===== src/sv/sfla_pkg.sv =====
// Package: shared types, constants and codes of the free-list allocator.
`default_nettype none
package sfla_pkg;
  localparam int unsigned MemWordsDef  = 65536;
  localparam int unsigned MaxBlockDef  = 256;
  localparam int unsigned WordBitsDef  = 32;
  localparam logic [16:0] ChunkReset   = 17'd4096;
  localparam logic [15:0] BaseReset    = 16'd1000;
  localparam logic [16:0] AddrSpace    = 17'h10000;

  typedef enum logic [1:0] {
    FUNC_ALLOC   = 2'd0,
    FUNC_ABANDON = 2'd1,
    FUNC_WRITE   = 2'd2,
    FUNC_READ    = 2'd3
  } func_e;

  typedef enum logic [1:0] {
    ST_OK    = 2'd0,
    ST_SIZE  = 2'd1,
    ST_DIRTY = 2'd2,
    ST_OOM   = 2'd3
  } status_e;

  localparam logic REG_CHUNK = 1'b0;
  localparam logic REG_BASE  = 1'b1;

  typedef struct packed {
    logic [1:0]  func;
    logic [8:0]  elem_words;
    logic        is_array;
    logic [15:0] array_len;
    logic [15:0] address;
    logic [8:0]  block_words;
    logic [31:0] write_value;
  } req_t;

  typedef struct packed {
    logic [15:0] result_address;
    logic [31:0] read_value;
    logic [1:0]  status;
  } rsp_t;

  // classified command handed from front to back
  typedef struct packed {
    func_e       func;
    logic        too_big;
    logic        is_array;
    logic [15:0] array_len;
    logic [15:0] address;
    logic [12:0] size;
    logic [31:0] write_value;
  } cmd_t;
endpackage
`default_nettype wire


===== src/sv/sfla_front.sv =====
// Front end: accepts requests, computes block sizes, feeds the command queue.
`default_nettype none
module sfla_front #(
  parameter int unsigned MaxBlockWords = sfla_pkg::MaxBlockDef
) (
  input  wire logic          clk_i,
  input  wire logic          rst_ni,
  input  wire logic          push_i,
  output logic               full_o,
  input  wire sfla_pkg::req_t req_i,
  input  wire logic [16:0]   chunk_words_i,
  output sfla_pkg::cmd_t     cmd_o,
  output logic               cmd_valid_o,
  input  wire logic          cmd_take_i
);
  import sfla_pkg::*;

  localparam int unsigned QDepth = 2;

  logic [16:0] prod_q, prod_d;
  logic        mul_v_q;
  req_t        req_q;
  logic [24:0] total;
  logic        big;
  cmd_t        fifo_q [QDepth];
  logic        wp_q, rp_q;
  logic [1:0]  cnt_q;
  logic        enq;

  // stage 1: register product of element size and count
  assign full_o = mul_v_q || (cnt_q == 2'(QDepth));
  always_ff @(posedge clk_i or negedge rst_ni) begin
    if (!rst_ni) begin
      mul_v_q <= 1'b0;
    end else begin
      mul_v_q <= push_i && !full_o;
    end
  end
  always_ff @(posedge clk_i) begin
    if (push_i && !full_o) begin
      req_q  <= req_i;
      prod_q <= prod_d;
    end
  end
  logic [24:0] mul_full;
  assign mul_full = req_i.elem_words * req_i.array_len;
  assign prod_d = (mul_full > 25'h1FFFF) ? 17'h1FFFF : mul_full[16:0];

  always_comb begin
    if (req_q.is_array) total = 25'(prod_q) + 25'd2;
    else total = 25'(req_q.elem_words) + 25'd1;
  end
  always_comb begin
    if (req_q.func == FUNC_ABANDON)
      big = (req_q.block_words == 9'd0) || (32'(req_q.block_words) > MaxBlockWords);
    else if (req_q.func == FUNC_ALLOC)
      big = (total > 25'(chunk_words_i)) || (total > 25'(MaxBlockWords));
    else
      big = 1'b0;
  end

  assign enq = mul_v_q;
  always_ff @(posedge clk_i) begin
    if (enq) begin
      fifo_q[wp_q].func        <= func_e'(req_q.func);
      fifo_q[wp_q].too_big     <= big;
      fifo_q[wp_q].is_array    <= req_q.is_array;
      fifo_q[wp_q].array_len   <= req_q.array_len;
      fifo_q[wp_q].address     <= req_q.address;
      fifo_q[wp_q].size        <= (req_q.func == FUNC_ABANDON) ? 13'(req_q.block_words)
                                                               : total[12:0];
      fifo_q[wp_q].write_value <= req_q.write_value;
    end
  end
  always_ff @(posedge clk_i or negedge rst_ni) begin
    if (!rst_ni) begin
      wp_q  <= 1'b0;
      rp_q  <= 1'b0;
      cnt_q <= '0;
    end else begin
      if (enq) wp_q <= ~wp_q;
      if (cmd_take_i) rp_q <= ~rp_q;
      cnt_q <= cnt_q + 2'(enq) - 2'(cmd_take_i);
    end
  end
  assign cmd_valid_o = cnt_q != 2'd0;
  assign cmd_o       = fifo_q[rp_q];
endmodule
`default_nettype wire


===== config.mk =====
export PLATFORM = sky130hd
export DESIGN_NAME = sfla_front
export DESIGN_NICKNAME = d
export VERILOG_FILES = /design/src/sv/sfla_pkg.sv /design/src/sv/sfla_front.sv
export SDC_FILE = /design/constraint.sdc
export NUM_CORES = 1
export LEC_CHECK = 0
export BUFFER_PORTS_ARGS = -buffer_cell sky130_fd_sc_hd__buf_2
export CAP_MARGIN = 20
export CORE_MARGIN = 3
export CORE_UTILIZATION = 63
export CTS_CLUSTER_SIZE = 30
export DETAILED_ROUTE_END_ITERATION = 10
export PLACE_DENSITY = 0.86
export SLEW_MARGIN = 15
export SYNTH_ARGS = -nofsm -noshare
export SYNTH_HDL_FRONTEND = slang
export SYNTH_SLANG_ARGS = --single-unit

===== constraint.sdc =====
create_clock -name clk_i -period 8.41 [get_ports clk_i]
set_input_delay 0.4205 -clock clk_i [delete_from_list [all_inputs] [get_ports clk_i]]
set_output_delay 0.4205 -clock clk_i [all_outputs]
set_load 0.01 [all_outputs]

### Yosys cells after proc, flatten, opt, wreduce, memory -nomap -nowiden

Memory sizes are Yosys's and may differ from the RTL's.
Cells that the tools add are included.

| cells by class | value |
|---|---|
| magnitude comparators | 4 |
| reductions and logical operators | 8 |
| $add $sub $neg | 4 |
| bitwise gates (word level) | 2 |
| multiply operators | 1 |
| equal/unequal tests | 2 |
| muxes and demuxes | 6 |

Operator list:

| cell | number |
|---|---|
| 25-bit by 17-bit greater-than comparator with 1-bit output | 1 |
| 25-bit by 17-bit greater-than comparator with 1-bit output, second input constant | 1 |
| 25-bit by 9-bit greater-than comparator with 1-bit output, second input constant | 1 |
| 9-bit by 16-bit multiplier with 25-bit output | 1 |
| 17-bit by 2-bit adder with 18-bit output, second input constant | 1 |
| 18-bit two-way mux | 1 |
| 13-bit two-way mux | 1 |
| 9-bit by 1-bit adder with 10-bit output, second input constant | 1 |
| 9-bit greater-than comparator, second input constant | 1 |
| 9-bit zero test | 1 |
| 1-bit two-way mux | 4 |
| 1-bit logical OR | 3 |
| 2-bit by 1-bit adder with 2-bit output | 1 |
| 2-bit by 1-bit == test with 1-bit output, second input constant | 1 |
| 2-bit == test, second input constant | 1 |
| 2-bit zero test | 1 |
| 1-bit NOT | 2 |
| 2-bit nonzero test | 1 |
| 2-bit by 1-bit subtractor with 2-bit output | 1 |
| 1-bit logical AND | 1 |
| 1-bit zero test | 1 |

| word-level totals | value |
|---|---|
| word-level logic and storage cells | 40 |
| output and inout bits | 83 |
| memories kept | 1 |
| bits in writable memories | 162 |
| flip-flop bits (word level) | 107 |

Memory list:

| memory | depth | bits a word | read ports | clocked after Yosys merged registers in | wr ports | line | text |
|---|---|---|---|---|---|---|---|
| fifo_q | 2 | 81 | 1 | 0 | 1 | sfla_front.sv:25 | `cmd_t fifo_q [QDepth];` |

### Logic depth before layout (Yosys ltp)

Gate-level depths: netlist (run 1).

| depth | value |
|---|---|
| depth after elaboration | 6 |
| depth in mapped cells | 22 |
| gate-level depth less buffers | 18 |

### Worst setup path after synthesis (run 1)

OpenSTA, ideal clock, no wires.

| path | value |
|---|---|
| path kind | input -> register |
| start | input port req_i[76] in the netlist's numbering |
| end | register prod_q[15] (data pin) |
| stages on the path | 20 |
| slack | 2727 ps |
| library setup time | 265 ps |
| arrival time | 5418 ps |
| cells stage by stage | clkbuf_1 > nand2_1 > fa_1 > inv_1 > fa_1 > inv_1 > fa_1 > fa_1 > inv_1 > ha_1 > o211ai_1 > o21ai_1 > a31oi_2 > o311a_1 > a21oi_1 > xor2_1 > or4_4 > buf_6 > buf_6 > or3_1 |

| between the ends | value |
|---|---|
| longest elaborated chain between the ends | 2 |

Ends and longest elaborated chain:

| element | line | text |
|---|---|---|
| from (decl) | sfla_front.sv:10 | `input wire sfla_pkg::req_t req_i,` |
| 9-bit by 16-bit multiplier with 25-bit output (*) | sfla_front.sv:46 | `assign mul_full = req_i.elem_words * req_i.array_len;` |
| 25-bit by 17-bit greater-than comparator with 1-bit output | sfla_front.sv:47 | `assign prod_d = (mul_full > 25'h1FFFF) ? 17'h1FFFF : mul_full[16:0];` |
| to (signal assigned) | sfla_front.sv:42 | `prod_q <= prod_d;` |
| to (decl) | sfla_front.sv:20 | `logic [16:0] prod_q, prod_d;` |

Every way passes the cells marked *; elsewhere a longest branch is shown, timed or not.
A chain may end at the register's enable or synchronous reset.

### Final worst setup path (run 1)

| path | value |
|---|---|
| start | input port req_i[79] in the netlist's numbering |
| end | register prod_q[13] (data pin) |

Same word-level chain as after synthesis.

==> flow_summary.yaml, run 1 <==
setup_path:
  critPathMaxFanout: 17
  max_stage_delay_ps: 580
  cp.required_ps: 8660
  worst-path-buf-inv: 4
  crit_arrival_ps: 5680
  cp_common_cell: "fa_1"
  critical-path-top-delay-family: "adder cells"
  startpoint_type: "primary input"
  end_kind: "register"
  crit_chain: "buf_2 > nand2_1 > fa_1 > inv_1 > fa_1 > fa_1 > inv_1 > fa_1 > inv_1 > ha_1 > a21o_1 > o21bai_1 > a31oi_1 > o31a_4 > a21oi_1 > xnor2_1 > nand4_1 > or3_1"
  path_class: "primary input to register"
  slowest_stage: "fa_1"
sta:
  fmax_ghz: 0.184
  tns_ps: 0
  drv_slew: 0
  hold_violations: 0
  setup_viol: 0
  grt_setup_unrepaired: "false"
  fin_crit_sh_pct: 64.6
  min_period_ps: 5440
  worst_slew_pin_slew_ps: 812
  maxSlewHeadroom_pct: 45.8
  worst_clock_skew_ps: 11.1
synth:
  synth_nets: 1420
  ys_seq_area_share_pct: 53.4
  synth_enable_flop_cells: 264
  ys_seq_elements: 269
  synth_area_mm2: 0.0151
  ys.flop_type: "edfxtp_1"
  synth_cells: 1149
  synth_warnings: 0
  synth.distinct_cells: 52
  ys_async_sr_fraction_pct: 1.86
  syn-mean-instance-area_um2: 13.1
hold_path:
  hold_class: "primary input to register"
route:
  dr.pass1.iters: 6
  ant_nets: 0
  avgRoutedWirePerCell_um: 19.3
  dr.first_iter.drc_count: 833
  wl_mm: 32.2
  via_per_inst: 5.69
  vias: 9461
  drc_errors: 0
die:
  row_count: 55
  initial_core_util_pct: 65.4
  coreArea_mm2: 0.0231
  die_y_um: 161
  die_area_mm2: 0.0258
  ioPinCount: 189
  die_width_um: 161
cts:
  clkTransAtPathRegs_ps: 70
  cts_tree: "done"
  cts_sinks: 269
  clk_latency_ps: 510
  numCtsBuffers: 26
  htreeDepth: 1
  clockRootBuffer: "clkbuf_16"
  cts.path.max_buffers: 3
power_and_ir_drop:
  p_comb_share_pct: 44.1
  power.density_mw_per_mm2: 329
  internal_power_w: 0.00357
  p_sw_share_pct: 36.9
  p_leak_nw: 7.21
  switching_power_w: 0.00209
  clkPwrFrac_pct: 20.2
  ir_drop_uv: 180
  seqPwrFrac_pct: 35.8
global_route:
  grt_usage_pct: 24.7
  grt_pass1_vias: 9950
  grt_start_max_net_pins: 83
  grt_overflow: 0
  grt_pass1_wl_mm: 50.8
  antenna_found_initial: 6
final_layout:
  nets: 1599
  fin_util_pct: 74.6
  fin_cells: 1663
  fill_cells: 1410
  area_growth_pct: 14.0
  drive_above_1_share_pct: 25.2
run:
  cap_viol_max_count: 0
placement:
  port_buffers: 188
  dp_hpwl_mm: 22.1
  gp_congestion: 0.873
  place_inst: 1610
run_status:
  outcome: "complete, no violations"
## worst paths after layout
check	startpoint	endpoint	slack [ps]	cells after the start
min	req_i[46]	req_q[46]	80	1
min in group asynchronous	rst_ni	rp_q	290	2
max reg2reg	prod_q[3]	fifo_q[0][78]	5020	14
min reg2reg	req_q[68]	fifo_q[1][72]	440	0
max	req_i[79]	prod_q[13]	2970	18
max in group asynchronous	rst_ni	rp_q	7960	2
## registers in the layout, summed over array words and instances (netlist names)
name and flops:
cnt_q 2, enq 1, fifo_q 162, prod_q 17
req_q 85, rp_q 1, wp_q 1
## cell usage after synthesis (4+ instances only)
master    instances  area (um2)
a211oi_1          6        45.0
nand4_1           9        56.3
nor2_1           19        71.3
a31oi_1           8        50.1
nand3_1          18        90.1
mux2_2           89        1000
nand2b_1          4        25.0
or3_1            16         100
and2_1           70         438
inv_1           163         612
dfrtp_1           5         125
clkbuf_1         36         135
o21ai_0          20         100
ha_1             66         826
nand2_1         119         447
xor2_1           19         166
nor3_1            5        25.0
edfxtp_1        264        7930
a21o_1            8        60.1
and3_1            7        43.8
xnor2_1          26         228
a21oi_1          26         130
fa_1             99        1980
## final cells by class
type | instances | area, um2 | share of cell area, %
clock buffer | 30 | 666 | 3.87
multi-input combinational | 673 | 6250 | 36.3
tap | 313 | 392 | 2.28
clock inverter | 18 | 183 | 1.06
sequential | 269 | 8060 | 46.8
timing repair buffer | 195 | 1040 | 6.05
inverter | 163 | 612 | 3.56
antenna | 2 | 5.00 | 0.0291
## what timing repair did
action                                 in CTS  in global routing
endpoints found under the hold margin       5                  0
resized for setup                           0                  0
buffers inserted                            0                  0
hold buffers                                1                  0
## through the flow
| stage | hold WS [ps] | setup slack [ps] | total power, W | instance area [um2] |
|---|---|---|---|---|
| 2_1_floorplan | 125 | 2730 | 0.00386 | 15100 |
| 3_3_place_gp | 240 | 2650 | 0.00439 | 16300 |
| 3_5_place_dp | 243 | 2540 | 0.00449 | 16300 |
| 4_1_cts | 65.1 | 3020 | 0.00566 | 17200 |
| 5_1_grt | 63.3 | 2660 | 0.00603 | 17200 |
| 6_report | 80.9 | 2970 | 0.00566 | 17200 |
## layout by cell type (no fill, tap or decap), drive strengths merged, types with 19 or more instances in the layout
cell type	synthesis	final
and2	70	70
buf	6	194
mux2	89	89
fa	99	99
clkbuf	38	30
xnor2	26	26
xor2	19	19
nor2	19	19
edfxtp	264	264
nand2	119	119
o21ai	22	22
ha	66	66
a21oi	28	28
inv	163	165
## power groups by stage
| stage | Clock [W] | Sequential [W] | Combinational, W |
|---|---|---|---|
| after CTS | 0.00115 | 0.00206 | 0.00244 |
| after detailed placement | 0 | 0.00209 | 0.00241 |
| after global routing | 0.00121 | 0.00205 | 0.00277 |
| after global placement | 0 | 0.00206 | 0.00233 |
| final | 0.00114 | 0.00202 | 0.00250 |
| after floorplan | 0 | 0.00199 | 0.00186 |
## cell families (layout without fill, tap and decap cells)
group	after synthesis	count (layout)	share of synthesized area, %
buf+inv	207	406	5.32
fa+ha+maj	165	165	18.6
compound gates	90	90	3.94
xor+xnor	45	45	2.61
simple gates	282	282	9.35
flops	269	269	53.4
other cells	0	2	0
mux	91	91	6.78
## layer usage
| metal | global-route usage, % | up-vias | routed length [um] |
|---|---|---|---|
| met3 | 4.08 | 83 | 2390 |
| met2 | 45.0 | 398 | 16800 |
| met1 | 30.5 | 4706 | 12100 |
| met4 | 7.16 | 8 | 800 |
| met5 | 0 | - | 54 |
| li1 | - | 4266 | - |
No activity file was read; power rests on OpenSTA's default activity.
==> run 2: changes to the inputs <==
CORE_UTILIZATION = 53   (was 63)
PLACE_DENSITY = 0.77   (was 0.86)
clock period = 4.4 ns   (was 8.41 ns; I/O delays follow)
==> run 2 against run 1 <==
  * The run now ends with negative setup slack left
  * First-iteration DRC count decreased by 6.4%
  * Flip-flop and latch count unchanged
  * Power increased by 120%
  * Setup slack got worse by 3200 ps
  * Final cell count increased by 14%
  * Critical path depth unchanged
  * Utilization decreased by 5.0 points
  * Die area increased by 18%
  * Critical path type unchanged
  * Critical endpoint is now prod_q[4]
  * Largest cell class unchanged
==> flow_summary.yaml, run 2 (synthesized netlist as in run 1, its figures left out) <==
global_route:
  grt_usage_pct: 23.4
  grt_pass1_vias: 10700
  grt_overflow: 0
  grt_pass1_wl_mm: 56.7
  antenna_found_initial: 2
  grt_start_max_net_pins: 104
cts:
  clockRootBuffer: "clkbuf_16"
  cts.path.max_buffers: 3
  cts_sinks: 269
  numCtsBuffers: 26
  htreeDepth: 1
  clk_latency_ps: 520
  cts_tree: "done"
  clkTransAtPathRegs_ps: 60
setup_path:
  cp_common_cell: "fa_1"
  path_class: "primary input to register"
  crit_arrival_ps: 4880
  slowest_stage: "or4_4"
  worst-path-buf-inv: 4
  crit_chain: "buf_8 > buf_6 > and2_4 > fa_1 > fa_1 > fa_1 > inv_1 > fa_1 > inv_2 > ha_4 > a21oi_1 > o21ai_2 > nor2_2 > a31o_2 > a31oi_4 > nand3_4 > or4_4 > or3_4"
  max_stage_delay_ps: 580
  critPathMaxFanout: 12
  cp.required_ps: 4660
  end_kind: "register"
  critical-path-top-delay-family: "adder cells"
  startpoint_type: "primary input"
final_layout:
  nets: 1764
  drive_above_1_share_pct: 33.9
  area_growth_pct: 28.9
  seqCellArea_mm2: 0.00806
  regMostFlops: "fifo_q"
  layout_common_cells: "edfxtp_1 (264), buf_2 (167), inv_1 (150)"
  largest_reg_flops: 162
  final_common_cell: "edfxtp_1"
  top_regs: "fifo_q (162), req_q (85), prod_q (17)"
  multiInputGateArea_mm2: 0.00668
  fill_cells: 1816
  fin_cells: 1891
sta:
  tns_ps: -2790
  hold_violations: 0
  worst_clock_skew_ps: 12.8
  layout_setup_ws_ps: -223
  fin_crit_sh_pct: 105
  min_period_ps: 4620
  fmax_ghz: 0.216
  setup_viol: 17
  drv_slew: 0
  whs_ps: 36.2
  worst_slew_pin_slew_ps: 1030
  maxSlewHeadroom_pct: 31.4
  grt_setup_unrepaired: "true"
die:
  ioPinCount: 189
  coreArea_mm2: 0.0279
  die_y_um: 175
  die_width_um: 175
  die_area_mm2: 0.0305
  initial_core_util_pct: 54.0
  row_count: 61
route:
  dr.pass1.iters: 5
  ant_nets: 0
  wl_mm: 36.0
  via_per_inst: 5.29
  vias: 9994
  dr.first_iter.drc_count: 780
  avgRoutedWirePerCell_um: 19.0
  drc_errors: 0
power_and_ir_drop:
  p_leak_nw: 8.14
  power.density_mw_per_mm2: 639
  finalPower_w: 0.0124
  ir_drop_uv: 417
placement:
  dp_hpwl_mm: 22.8
  place_inst: 1744
  port_buffers: 188
  gp_congestion: 0.878
run:
  cap_viol_max_count: 0
hold_path:
  hold_class: "primary input to register"
run_status:
  outcome: "finished, violations left"
  violations: "negative setup slack"
run 2: cell count changes in the layout (fill, tap and decap cells not counted), sizes merged:
cell,previous run,this run
bufbuf,0,2
bufinv,3,2
diode,2,1
clkinvlp,1,0
dlygate4sd3,1,69
buf,194,287
clkbuf,30,32
clkinv,12,11
or4,3,5
run 2: worst register-to-register path, stage by stage, from the launching register on:
cell and delay [ps]:
edfxtp_1 430, nand3_1 120, nor3_1 450, and2_1 260, xor2_1 160, and2_1 180, ha_1 250, a21oi_1 160
nor2_1 60, a211oi_1 170, o21ai_0 110, a2bb2oi_1 140, a311oi_1 240, and3_1 200, a31oi_1 150
run 2: worst paths after layout:
path | start | endpoint | slack [ps] | depth (start not counted)
min reg2reg | req_q[61] | fifo_q[1][65] | 440 | 0
max | req_i[81] | prod_q[4] | -220 | 18
min | req_i[69] | req_q[69] | 40 | 2
max reg2reg | prod_q[3] | fifo_q[0][78] | 1050 | 14
min in group asynchronous | rst_ni | wp_q | 130 | 2
max in group asynchronous | rst_ni | rp_q | 4120 | 2
run 2: cell type report:
cell class	count	area share [%]
Antenna cell	1	0.0129
Clock buffer	32	3.46
Clock inverter	15	0.766
Inverter	163	3.15
Multi-Input combinational cell	675	34.3
Sequential cell	269	41.4
Tap cell	378	2.43
Timing Repair Buffer	358	14.4
run 2: stage by stage:
stage / util, % / worst slack [ps] / instance area [um2]
floorplan: - / -780 / 15300
global placement: 60.8 / -908 / 17000
detailed placement: 60.8 / -993 / 17000
CTS: 68.9 / -206 / 19300
global route: 69.6 / -352 / 19400
finish: 69.6 / -223 / 19400
run 2: power by group:
| part | internal [W] | switching (W) |
|---|---|---|
| sequential | 0.00358 | 0.000294 |
| combinational | 0.00308 | 0.00334 |
| clock | 0.00122 | 0.000919 |
| total | 0.00788 | 0.00455 |
run 2: metal layers:
metal,part of all wire (%),vias up,track usage [%]
met5,0.047,-,0
met3,6.0,67,3.13
met4,2.2,2,6.12
met2,53,364,42.6
met1,39,4947,29.7
li1,-,4614,-
run 2: what timing repair did:
| item | in CTS | in global routing |
|---|---|---|
| setup endpoints to repair | 17 | 17 |
| gates cloned | 6 | 0 |
| pin swaps | 63 | 47 |
| setup buffers | 17 | 5 |
| hold buffers | 69 | 0 |
| endpoints found under the hold margin | 73 | 0 |
| resized for setup | 129 | 23 |
